==> config.mk <==
export PLATFORM = sky130hd
export DESIGN_NAME = icf_div
export DESIGN_NICKNAME = d
export VERILOG_FILES = /design/src/rtl/icf_div.sv
export SDC_FILE = /design/constraint.sdc
export NUM_CORES = 1
export LEC_CHECK = 0
export BUFFER_PORTS_ARGS = -buffer_cell sky130_fd_sc_hd__buf_2
export CAP_MARGIN = 20
export CORE_AREA = 3 3 210 212
export DETAILED_ROUTE_END_ITERATION = 12
export DIE_AREA = 0 0 213 215
export SYNTH_ARGS = -nofsm -noshare
export SYNTH_HDL_FRONTEND = slang
export SYNTH_SLANG_ARGS = --single-unit
==> constraint.sdc <==
create_clock -name clk -period 2.7 [get_ports clk]
set_input_delay 0.405 -clock clk [delete_from_list [all_inputs] [get_ports clk]]
set_output_delay 0.405 -clock clk [all_outputs]
set_load 0.01 [all_outputs]
==> src/rtl/icf_div.sv <==
// ----------------------------------------------------------------------------
// icf_div
// Pipelined restoring divider, one quotient bit per stage, with sideband.
// ----------------------------------------------------------------------------
`default_nettype none

module icf_div #(
  parameter int NW = 16,
  parameter int DW = 8,
  parameter int SW = 1
) (
  input  wire logic          clk,
  input  wire logic          rst_n,
  input  wire logic          in_valid,
  input  wire logic [NW-1:0] in_num,
  input  wire logic [DW-1:0] in_den,
  input  wire logic [SW-1:0] in_side,
  output logic               out_valid,
  output logic [NW-1:0]      out_quo,
  output logic [SW-1:0]      out_side
);

  logic          vld_r  [NW];
  logic [DW-1:0] rem_r  [NW];
  logic [NW-1:0] num_r  [NW];
  logic [NW-1:0] quo_r  [NW];
  logic [DW-1:0] den_r  [NW];
  logic [SW-1:0] side_r [NW];

  for (genvar k = 0; k < NW; k++) begin : g_stage
    logic          vld_in;
    logic [DW-1:0] rem_in;
    logic [NW-1:0] num_in;
    logic [NW-1:0] quo_in;
    logic [DW-1:0] den_in;
    logic [SW-1:0] side_in;
    logic [DW:0]   trial;
    logic [DW:0]   diff;
    logic          ge;

    if (k == 0) begin : g_first
      assign vld_in  = in_valid;
      assign rem_in  = '0;
      assign num_in  = in_num;
      assign quo_in  = '0;
      assign den_in  = in_den;
      assign side_in = in_side;
    end else begin : g_next
      assign vld_in  = vld_r[k-1];
      assign rem_in  = rem_r[k-1];
      assign num_in  = num_r[k-1];
      assign quo_in  = quo_r[k-1];
      assign den_in  = den_r[k-1];
      assign side_in = side_r[k-1];
    end

    always_comb begin
      trial = {rem_in, num_in[NW-1]};
      diff  = trial - {1'b0, den_in};
      ge    = (trial >= {1'b0, den_in});
    end

    always_ff @(posedge clk) begin
      if (!rst_n) begin
        vld_r[k] <= 1'b0;
      end else begin
        vld_r[k] <= vld_in;
      end
      rem_r[k]  <= ge ? diff[DW-1:0] : trial[DW-1:0];
      num_r[k]  <= num_in << 1;
      quo_r[k]  <= {quo_in[NW-2:0], ge};
      den_r[k]  <= den_in;
      side_r[k] <= side_in;
    end
  end

  assign out_valid = vld_r[NW-1];
  assign out_quo   = quo_r[NW-1];
  assign out_side  = side_r[NW-1];

endmodule

`default_nettype wire

== Word-level counts from Yosys, hierarchy flattened ==
Memories as Yosys holds them, arrays and structs flattened.
Cells that the tools add are included.
Operators by class
  muxes and demuxes: 34
  add/subtract/negate cells: 16
  $lt $le $gt $ge: 16
  bitwise gates (word level): 16
Operators with widths (count)
  $ge 9x8->1: 15
  $mux 8: 16
  $sub 8x8->8: 15
  $mux 1: 18
  $or 1x1->1: 16
  $ge 1x8->1: 1
  $sub 1x8->8: 1
Word-level totals
  flip-flop bits (word level): 0
  memories: 6
  input port bits: 28
  RAM bits: 784
  output and inout port bits: 18
  word-level logic and storage cells: 88
Memory list
  quo_r: depth 16, bits a word 16, read ports 16, clocked after Yosys merged registers in 0, wr ports 16, RTL line 26  | logic [NW-1:0] quo_r [NW];
  num_r: depth 16, bits a word 15, read ports 15, clocked after Yosys merged registers in 0, wr ports 16, RTL line 25  | logic [NW-1:0] num_r [NW];
  den_r: depth 16, bits a word 8, read ports 15, clocked after Yosys merged registers in 0, wr ports 16, RTL line 27  | logic [DW-1:0] den_r [NW];
  rem_r: depth 16, bits a word 8, read ports 15, clocked after Yosys merged registers in 0, wr ports 16, RTL line 24  | logic [DW-1:0] rem_r [NW];
  side_r: depth 16, bits a word 1, read ports 16, clocked after Yosys merged registers in 0, wr ports 16, RTL line 28  | logic [SW-1:0] side_r [NW];
  vld_r: depth 16, bits a word 1, read ports 16, clocked after Yosys merged registers in 0, wr ports 16, RTL line 23  | logic vld_r [NW];

== Logic depth before layout (Yosys ltp) ==
Gate-level depths: netlist (run 1).
An unclocked memory read counts as a cell.
  word-level depth: 3
  mapped depth: 9
  depth with buffers taken out: 8

== Worst setup path after synthesis (run 1) ==
Ideal clock, no wire load.
  path type: flip-flop to flip-flop
  start point: mem den_r[3][3], in the netlist den_r[0][27]
  end point: mem rem_r[4][2], in the netlist rem_r[0][34]
  required time: 2579 ps
  arrival time: 2030 ps
  setup slack: 549 ps
  setup time: 121 ps
  path buffers: 0
  clock period less this slack: 2151 ps
  cell stages (with the launch flop): 8
  path through: dfxtp_1 inv_1 ha_1 a21o_1 a21oi_2 o21ai_2 a2111oi_4 mux2_2
RTL lines (RTL line)
  start, declared: 27
  end, declared: 24

==> metrics, run 1 <==
setup bufs post-CTS=0; buffers added on ports=45; post-route cell area=20,880 µm²; final setup violating endpoints=0; Syn Inst Count=1,487; met1 wire length=12.72 mm; Relative slew margins=49.80%; Ports=46; status=finished, final reports clean; CTS tree=done; total congestion overflow=0; Antenna Nets Post-Route=0; post_cts resized=0; number of enable flip-flop cells after synthesis=0; DP Area=18,760 µm²; Post-Synth Simple-Gate Area=8.485%; gr usage total=12.93%; vias per cell=4.709; Starting Density=42.28%; clk buf depth=3; met3 routed wirelength=1.092 mm; DRT Pass-1 Iters=4; DRC=0; Hold WC Path Type=input pin to flip-flop; first-pass GRT wire length=49.25 mm; FFs w/ async S/R, synth=0%; DPL Wire Length=20.35 mm; f_max=406.7 MHz; Tightest Pin Transition=753.0 ps; number of warnings issued by yosys=0; Highest Signal Layer=met4; Max Slew Vio Count=0; CTS Sinks=528; Num CTS Buffers=53; Post-Syn Area=17,810 µm²; height of the die=215 µm; die footprint=45,800 µm²; period utilisation layout=91.07%; setup TNS=0 ps; Post-Syn Nets=1,651; Max Cap Viol=0; final hold violation count=0; skew final=25.70 ps; chip width=213 µm; PnR Total Power=0.02439 W; initial antenna violation count=0; root buf cell=clkbuf_16; Post-layout nets=1,781; latest clock arrival within the worst-skew pair=580 ps; Seq/Total Area, Yosys=59.34%; Critical Path Sink Type=flip-flop; Worst setup SP type=flip-flop; Synth Area in XOR/XNOR=1.967%; WL met2=13.59 mm; Clock Pin Slew Worst Setup and Hold Paths=60 ps; Tmin final=2459 ps; Routed Wire Length=28.61 mm; drt wl/cell=13.02 µm; Worst Path Required=3150 ps; RSZ-0062 raised after global routing=no; flop and latch count out of synthesis=528; vias in the first global route=10.63k; H-tree depth=2; synthesized-area fraction occupied by adder cells=10.14%; CP arrival=2910 ps; main combinational cell family by area after synthesis=adder cells; Crit Path Class=flip-flop to flip-flop; gp weighted congestion=0.7841; Leakage=9.407 nW; peak supply drop=0.5103 mV; DRT iter0 DRCs=429; synth unique cells=49; Rows=75; total number of vias=10.35k; pwr dens=1168 nW/µm²; Main synth FF type=dfxtp_1; largest net degree at the start of global routing=17; antenna fix cells=0; Synth Area in Compound Gates=8.822%; Area growth syn-to-layout=17.22%; mux share of post-synthesis cell area=7.509%; CP Max Fanout=8; core area=42,130 µm²; share of post-route cells with drive strength above 1=15.25%; Synth Area per Inst=11.98 µm²; cts hold-fix bufs=25
## power breakdown
part           internal [W]  total, W  switching, W  leakage, nW
combinational       0.00353   0.00681       0.00329         4.08
clock               0.00466   0.00760       0.00294        0.905
sequential          0.00936   0.00998      0.000624         4.42
## layout by cell type (no fill, tap or decap), drive strengths merged, types with 13 or more instances in the layout
cell,count
or4b,17
dfxtp,528
clkinv,13
mux2i,47
o22ai,14
fa,14
dlygate4sd3,25
buf,53
nor2b,44
clkbuf,70
o31a,20
a21oi,62
ha,122
mux2,77
o21ai,45
inv,175
nand3,32
and2,17
xnor2,33
a21o,17
nor3,20
o21a,28
nand2,14
nor2,52
## layer usage
metal  up-vias  GRT usage (%)
met5         -              0
met4         0          6.432
met2       141          21.91
li1       5348              -
met1      4781          15.44
met3        81          2.771
## synthesized netlist by cell type, types with 17 or more instances
master | number | area [µm²]
o21a_1 | 28 | 210.2
dfxtp_1 | 528 | 10570
mux2_2 | 77 | 867.1
ha_1 | 122 | 1526
o21ai_0 | 44 | 220.2
inv_1 | 174 | 653.1
nand3_1 | 32 | 160.2
or4b_2 | 17 | 170.2
a21o_1 | 17 | 127.6
mux2i_1 | 47 | 470.5
and2_1 | 17 | 106.4
o31a_1 | 20 | 175.2
xnor2_1 | 33 | 289.0
a21oi_1 | 61 | 305.3
nor3_1 | 20 | 100.1
nor2b_1 | 44 | 275.3
nor2_1 | 52 | 195.2
## final cells by class
| class | count | area, µm² |
|---|---|---|
| fill | 3770 | 21250 |
| clock inverter | 27 | 377.9 |
| timing repair buffer | 78 | 535.5 |
| sequential | 528 | 10570 |
| tap | 539 | 674.4 |
| inverter | 174 | 653.1 |
| multi-input combinational | 782 | 6578 |
| clock buffer | 70 | 1491 |
## flip-flops by register name, indices dropped and copies added, names as in the netlist
signal	count
side_r	16
vld_r	16
num_r	120
rem_r	120
den_r	120
quo_r	136
## worst paths after layout
path	slack, ps	start	cells past startpoint	endpoint
setup reg to reg	240	den_r[0][54]	7	rem_r[0][58]
hold reg to reg	320	num_r[3][10]	0	num_r[4][11]
hold / removal	60	in_num[15]	3	rem_r[0][0]
setup / recovery	240	den_r[0][54]	7	rem_r[0][58]
## cell families after synthesis
family,Yosys count
AO/OA/AOI/OAI,236
multiplexers,124
AND/OR/NAND/NOR,246
XOR/XNOR,40
adder cells (fa/ha/maj),136
flip-flops,528
buffers and inverters,177
## critical path, cell delays in order, from the launching register on
cell	delay, ps
dfxtp_1	320
inv_1	40
ha_1	360
a21oi_1	260
o21ai_0	130
a211oi_1	310
a21boi_2	520
mux2_2	390
## per-stage QoR
stage	utilization, %	worst slack (ps)	instances	hold WS [ps]
floorplan	-	548.8	1487	309.6
global placement	44.53	346.4	2076	309.5
detailed placement	44.53	258.6	2076	312.1
CTS	49.56	237.7	2198	14.68
global route	49.56	108.6	2198	50.89
finish	49.56	241.2	2198	56.17
No activity file was read; power rests on OpenSTA's default activity.
==> inputs of run 2 (changes only) <==
- CELL_PAD_IN_SITES_DETAIL_PLACEMENT: unset -> 1
- CELL_PAD_IN_SITES_GLOBAL_PLACEMENT: unset -> 1
- HOLD_SLACK_MARGIN: unset -> 0.15
- PLACE_DENSITY_LB_ADDON: unset -> 0.1
==> run 2 against run 1 <==
Non-clock buffer count grew 1. Cell count grew 0.32%. Sequential share of layout area shrank 0.17 points. Register-to-register slack gained 60 ps. Core utilization grew 0.17 points. First-iteration DRC count shrank 21%. Sequential cell count is the same. Clock power grew 3%. Clock skew shrank 2.0 ps. Via count grew 2.4%. Fmax grew 2.6%. Sequential power is essentially flat. Critical endpoint is now rem_r[0][14].
==> metrics, run 2 (synthesis gave the netlist of run 1 again) <==
fin util=49.73%; DRC=0; Hold WC Path Type=flip-flop to flip-flop; initial antenna violation count=0; largest net degree at the start of global routing=17; CP bufs+invs=1; latest clock arrival within the worst-skew pair=600 ps; root buf cell=clkbuf_16; vias per cell=4.806; gp weighted congestion=0.7850; most frequent cells in the layout=dfxtp_1, inv_1, ha_1; DPL Wire Length=23.82 mm; gr usage total=14.82%; Area growth syn-to-layout=17.62%; Relative slew margins=55.60%; fin worst setup slack=303.9 ps; antenna fix cells=0; share of post-route cells with drive strength above 1=15.55%; Worst R2R End=rem_r[0][14]; setup TNS=0 ps; CTS tree=done; Ports=46; Worst setup SP type=flip-flop; Rows=75; total number of vias=10.60k; chip width=213 µm; Starting Density=42.28%; R2R cell count=6; slowest CP cell=o31a_1; Post-layout nets=1,784; worst-path cell chain=inv_1 > ha_1 > a21o_1 > a2111oi_0 > o31a_1 > mux2_2; period utilisation layout=88.74%; peak supply drop=0.5621 mV; drt wl/cell=15.03 µm; f_max=417.3 MHz; H-tree depth=2; skew final=23.68 ps; Max Cap Viol=0; CP arrival=2860 ps; first-pass GRT wire length=55.56 mm; vias in the first global route=11.27k; status=finished, final reports clean; hold path endpoint=num_r[3][8]; Critical Path Sink Type=flip-flop; HP Start=num_r[2][7]; Num CTS Buffers=55; clk buf depth=3; Antenna Nets Post-Route=0; buffers added on ports=45; final hold violation count=0; Tmin final=2396 ps; die footprint=45,800 µm²; final setup violating endpoints=0; Max Slew Vio Count=0; Crit Path Class=flip-flop to flip-flop; Reg with most FFs=quo_r; Routed Wire Length=33.14 mm; fill count=4,367; CP Max Fanout=9; height of the die=215 µm; RSZ-0062 raised after global routing=no; Worst Path Required=3170 ps; Tightest Pin Transition=661.1 ps; placed cell count=2,075; commonest non-fill, non-tap cell in the layout=dfxtp_1; Placement Setup Slack=265.2 ps; Clock Pin Slew Worst Setup and Hold Paths=60 ps; core area=42,130 µm²; pwr dens=1183 nW/µm²; final non-filler cell total=2,205; family with the most delay on the worst path=compound AO/OA/AOI/OAI gates; DRT iter0 DRCs=338; CTS Sinks=528; R2R Setup Slk=300 ps; Leakage=9.447 nW; total congestion overflow=0; start of the worst register-to-register path=den_r[0][6]; DRT Pass-1 Iters=4; CP peak stage delay=500 ps; cell count of the worst hold path=0; max reg flops=136
-- run 2: cell types whose count changed in the layout (fill, tap and decap cells not counted), moves of 2 or more --
cell	previous run	this run
clkbuf_16	54	57
dlygate4sd3_1	25	27
clkinv_2	8	15
clkbuf_8	8	6
-- run 2: area by class of cell --
cell class	count	area, µm²	share of cell area [%]
inverter	174	653.1	3.117
timing repair buffer	79	548.0	2.616
tap	539	674.4	3.219
multi-input combinational	782	6578	31.39
sequential	528	10570	50.45
clock buffer	70	1535	7.328
clock inverter	33	392.9	1.875
-- run 2: how the worst max path moves through the flow --
stage	slack (ps)	depth (start not counted)	endpoint	startpoint
after detailed placement	270	6	rem_r[0][15]	den_r[0][6]
final	300	6	rem_r[0][14]	den_r[0][6]
after global placement	280	8	rem_r[1][19]	num_r[9][14]
after CTS	240	8	rem_r[1][21]	num_r[9][14]
after global routing	110	7	rem_r[0][59]	den_r[0][54]
after floorplan	550	7	rem_r[0][34]	den_r[0][27]
-- run 2: metrics by stage --
step	instance area (µm²)	power [W]	hold slack, ps
floorplan	17810	0.01540	309.6
CTS	20950	0.02520	320.7
global route	20950	0.02652	326.6
global placement	18750	0.01697	309.8
detailed placement	18750	0.01717	313.2
finish	20950	0.02479	312.6
-- run 2: routing by layer --
layer / share of wire [%] / track usage (%) / up-vias / wire length (µm)
met5: 0 / 0 / - / 0
met4: 3.5 / 5.921 / 0 / 1155
met3: 2.8 / 2.581 / 75 / 928
met2: 50 / 26.64 / 111 / 16730
met1: 43 / 17.38 / 5058 / 14320
li1: - / - / 5354 / -
-- run 2: power by group --
part           internal, W  leakage (nW)  switching (W)
logic              0.00354          4.09        0.00342
clock network      0.00472         0.941        0.00308
registers          0.00936          4.42       0.000669
total               0.0176          9.45        0.00718
-- run 2: timing repair --
action,in CTS,in global routing
hold endpoints to repair,45,0
hold buffers,27,0
buffers inserted,0,0
gates resized for setup,0,0
==> inputs of run 3 (changes only) <==
- clock period: 2.7 -> 2.51 ns (I/O delays scaled with it)
==> run 3 against run 2 <==
Wire length is essentially flat. Highest routed layer unchanged. Combinational power grew 8.5%. Clock skew grew 5.3 ps. Largest cell class unchanged. Critical path depth grew 1.
==> metrics, run 3 (synthesis gave the netlist of run 1 again) <==
final setup violating endpoints=0; cell count of the worst hold path=0; root buf cell=clkbuf_16; Crit Path Class=flip-flop to flip-flop; height of the die=215 µm; gr usage total=14.89%; CP arrival=2750 ps; DRT iter0 DRCs=418; period utilisation layout=90.82%; slowest CP cell=a21boi_2; hold path endpoint=quo_r[1][18]; Max Cap Viol=0; final hold violation count=0; CP peak stage delay=430 ps; DRC=0; f_max=438.7 MHz; antenna fix cells=0; DRT Pass-1 Iters=4; skew final=29.00 ps; Rows=75; Routed Wire Length=33.12 mm; CTS Sinks=528; Starting Density=42.28%; Critical Path Sink Type=flip-flop; Relative slew margins=67.02%; CP Max Fanout=7; clk buf depth=3; Clock Pin Slew Worst Setup and Hold Paths=60 ps; Num CTS Buffers=54; first-pass GRT wire length=55.53 mm; post-route cell area=21,200 µm²; Area growth syn-to-layout=19.00%; Antenna Nets Post-Route=0; Tightest Pin Transition=491.8 ps; Max Slew Vio Count=0; Leakage=9.569 nW; Hold WC Path Type=flip-flop to flip-flop; Tmin final=2280 ps; latest clock arrival within the worst-skew pair=580 ps; largest net degree at the start of global routing=17; share of post-route cells with drive strength above 1=15.69%; buffers added on ports=45; most frequent cells in the layout=dfxtp_1, inv_1, ha_1; Worst Path Required=2980 ps; peak supply drop=0.5457 mV; Worst R2R End=rem_r[1][54]; fill count=4,357; setup TNS=0 ps; Reg with most FFs=quo_r; total congestion overflow=0; DPL Wire Length=24.02 mm; vias per cell=4.754; R2R cell count=7; total number of vias=10.50k; gp weighted congestion=0.7860; CTS tree=done; pwr dens=1295 nW/µm²; start of the worst register-to-register path=den_r[1][46]; Worst setup SP type=flip-flop; Post-layout nets=1,793; drt wl/cell=14.99 µm; chip width=213 µm; initial antenna violation count=0; worst-path cell chain=inv_1 > ha_1 > a21oi_1 > o21ai_0 > a21boi_0 > a21boi_2 > mux2_2; vias in the first global route=11.23k; max reg flops=136; Ports=46; DP Area=18,820 µm²; status=finished, final reports clean; HP Start=quo_r[1][1]; R2R Setup Slk=230 ps; RSZ-0062 raised after global routing=no; commonest non-fill, non-tap cell in the layout=dfxtp_1; H-tree depth=2; core area=42,130 µm²; die footprint=45,800 µm²
[run 3: changes by cell type in the layout (fill, tap and decap cells not counted), sizes merged]
cell / previous run / this run
clkinv: 19 / 4
buf: 52 / 61
bufinv: 7 / 16
clkbuf: 70 / 73
clkinvlp: 6 / 3
dlygate4sd3: 27 / 28
[run 3: repair_timing]
| action | in CTS | in global routing |
|---|---|---|
| endpoints found under the setup margin | 0 | 5 |
| hold buffers | 28 | 0 |
| buffers inserted | 0 | 0 |
| hold endpoints to repair | 46 | 0 |
| resized for setup | 0 | 1 |
[run 3: area by class of cell]
type                    instances  area (µm²)  share of cell area, %
repair buffers                 89       625.6                  2.951
flip-flops and latches        528       10570                  49.86
inverters                     174       653.1                  3.081
well taps                     539       674.4                  3.181
multi-input cells             782        6585                  31.06
clock inverters                24       535.5                  2.526
clock buffers                  73        1554                  7.331
[run 3: worst max-delay path by stage]
stage | start | endpoint | slack, ps | depth (start not counted)
final | den_r[1][46] | rem_r[1][54] | 230 | 7
after global routing | den_r[0][54] | rem_r[0][59] | 40 | 7
after CTS | den_r[0][54] | rem_r[0][59] | 170 | 7
after detailed placement | den_r[0][54] | rem_r[0][61] | 190 | 7
after global placement | den_r[0][54] | rem_r[0][58] | 220 | 7
after floorplan | den_r[0][27] | rem_r[0][34] | 360 | 7
[run 3: report_power, final]
group          internal [W]  total (W)  switching (W)
registers            0.0101     0.0108       0.000726
logic               0.00388    0.00755        0.00367
clock network       0.00596    0.00911        0.00315
[run 3: critical path, delay by kind of cell, from the launching register on]
| family | cells | cell delay, ps |
|---|---|---|
| AO/OA/AOI/OAI | 4 | 1080 |
| adder cells (fa/ha/maj) | 1 | 330 |
| buffers and inverters | 1 | 50 |
| flip-flops | 1 | 330 |
| multiplexers | 1 | 380 |
[run 3: per-layer routing]
layer / track usage [%] / share of wire [%] / wire length, µm
met5: 0 / 0 / 0
met4: 5.367 / 2.8 / 932
met3: 2.538 / 2.4 / 810
met2: 26.47 / 51 / 16820
met1: 17.99 / 44 / 14550
[run 3: metrics by stage]
step	utilization (%)	hold WS, ps	power, W	instances	setup slack, ps
3_3_place_gp	44.67	309.5	0.01836	2084	223.5
4_1_cts	50.29	317.8	0.02789	2209	167.6
3_5_place_dp	44.67	313.5	0.01855	2084	185.6
5_1_grt	50.31	322.2	0.02933	2209	36.89
2_1_floorplan	-	309.6	0.01657	1487	358.8
6_report	50.31	318.8	0.02746	2209	230.4
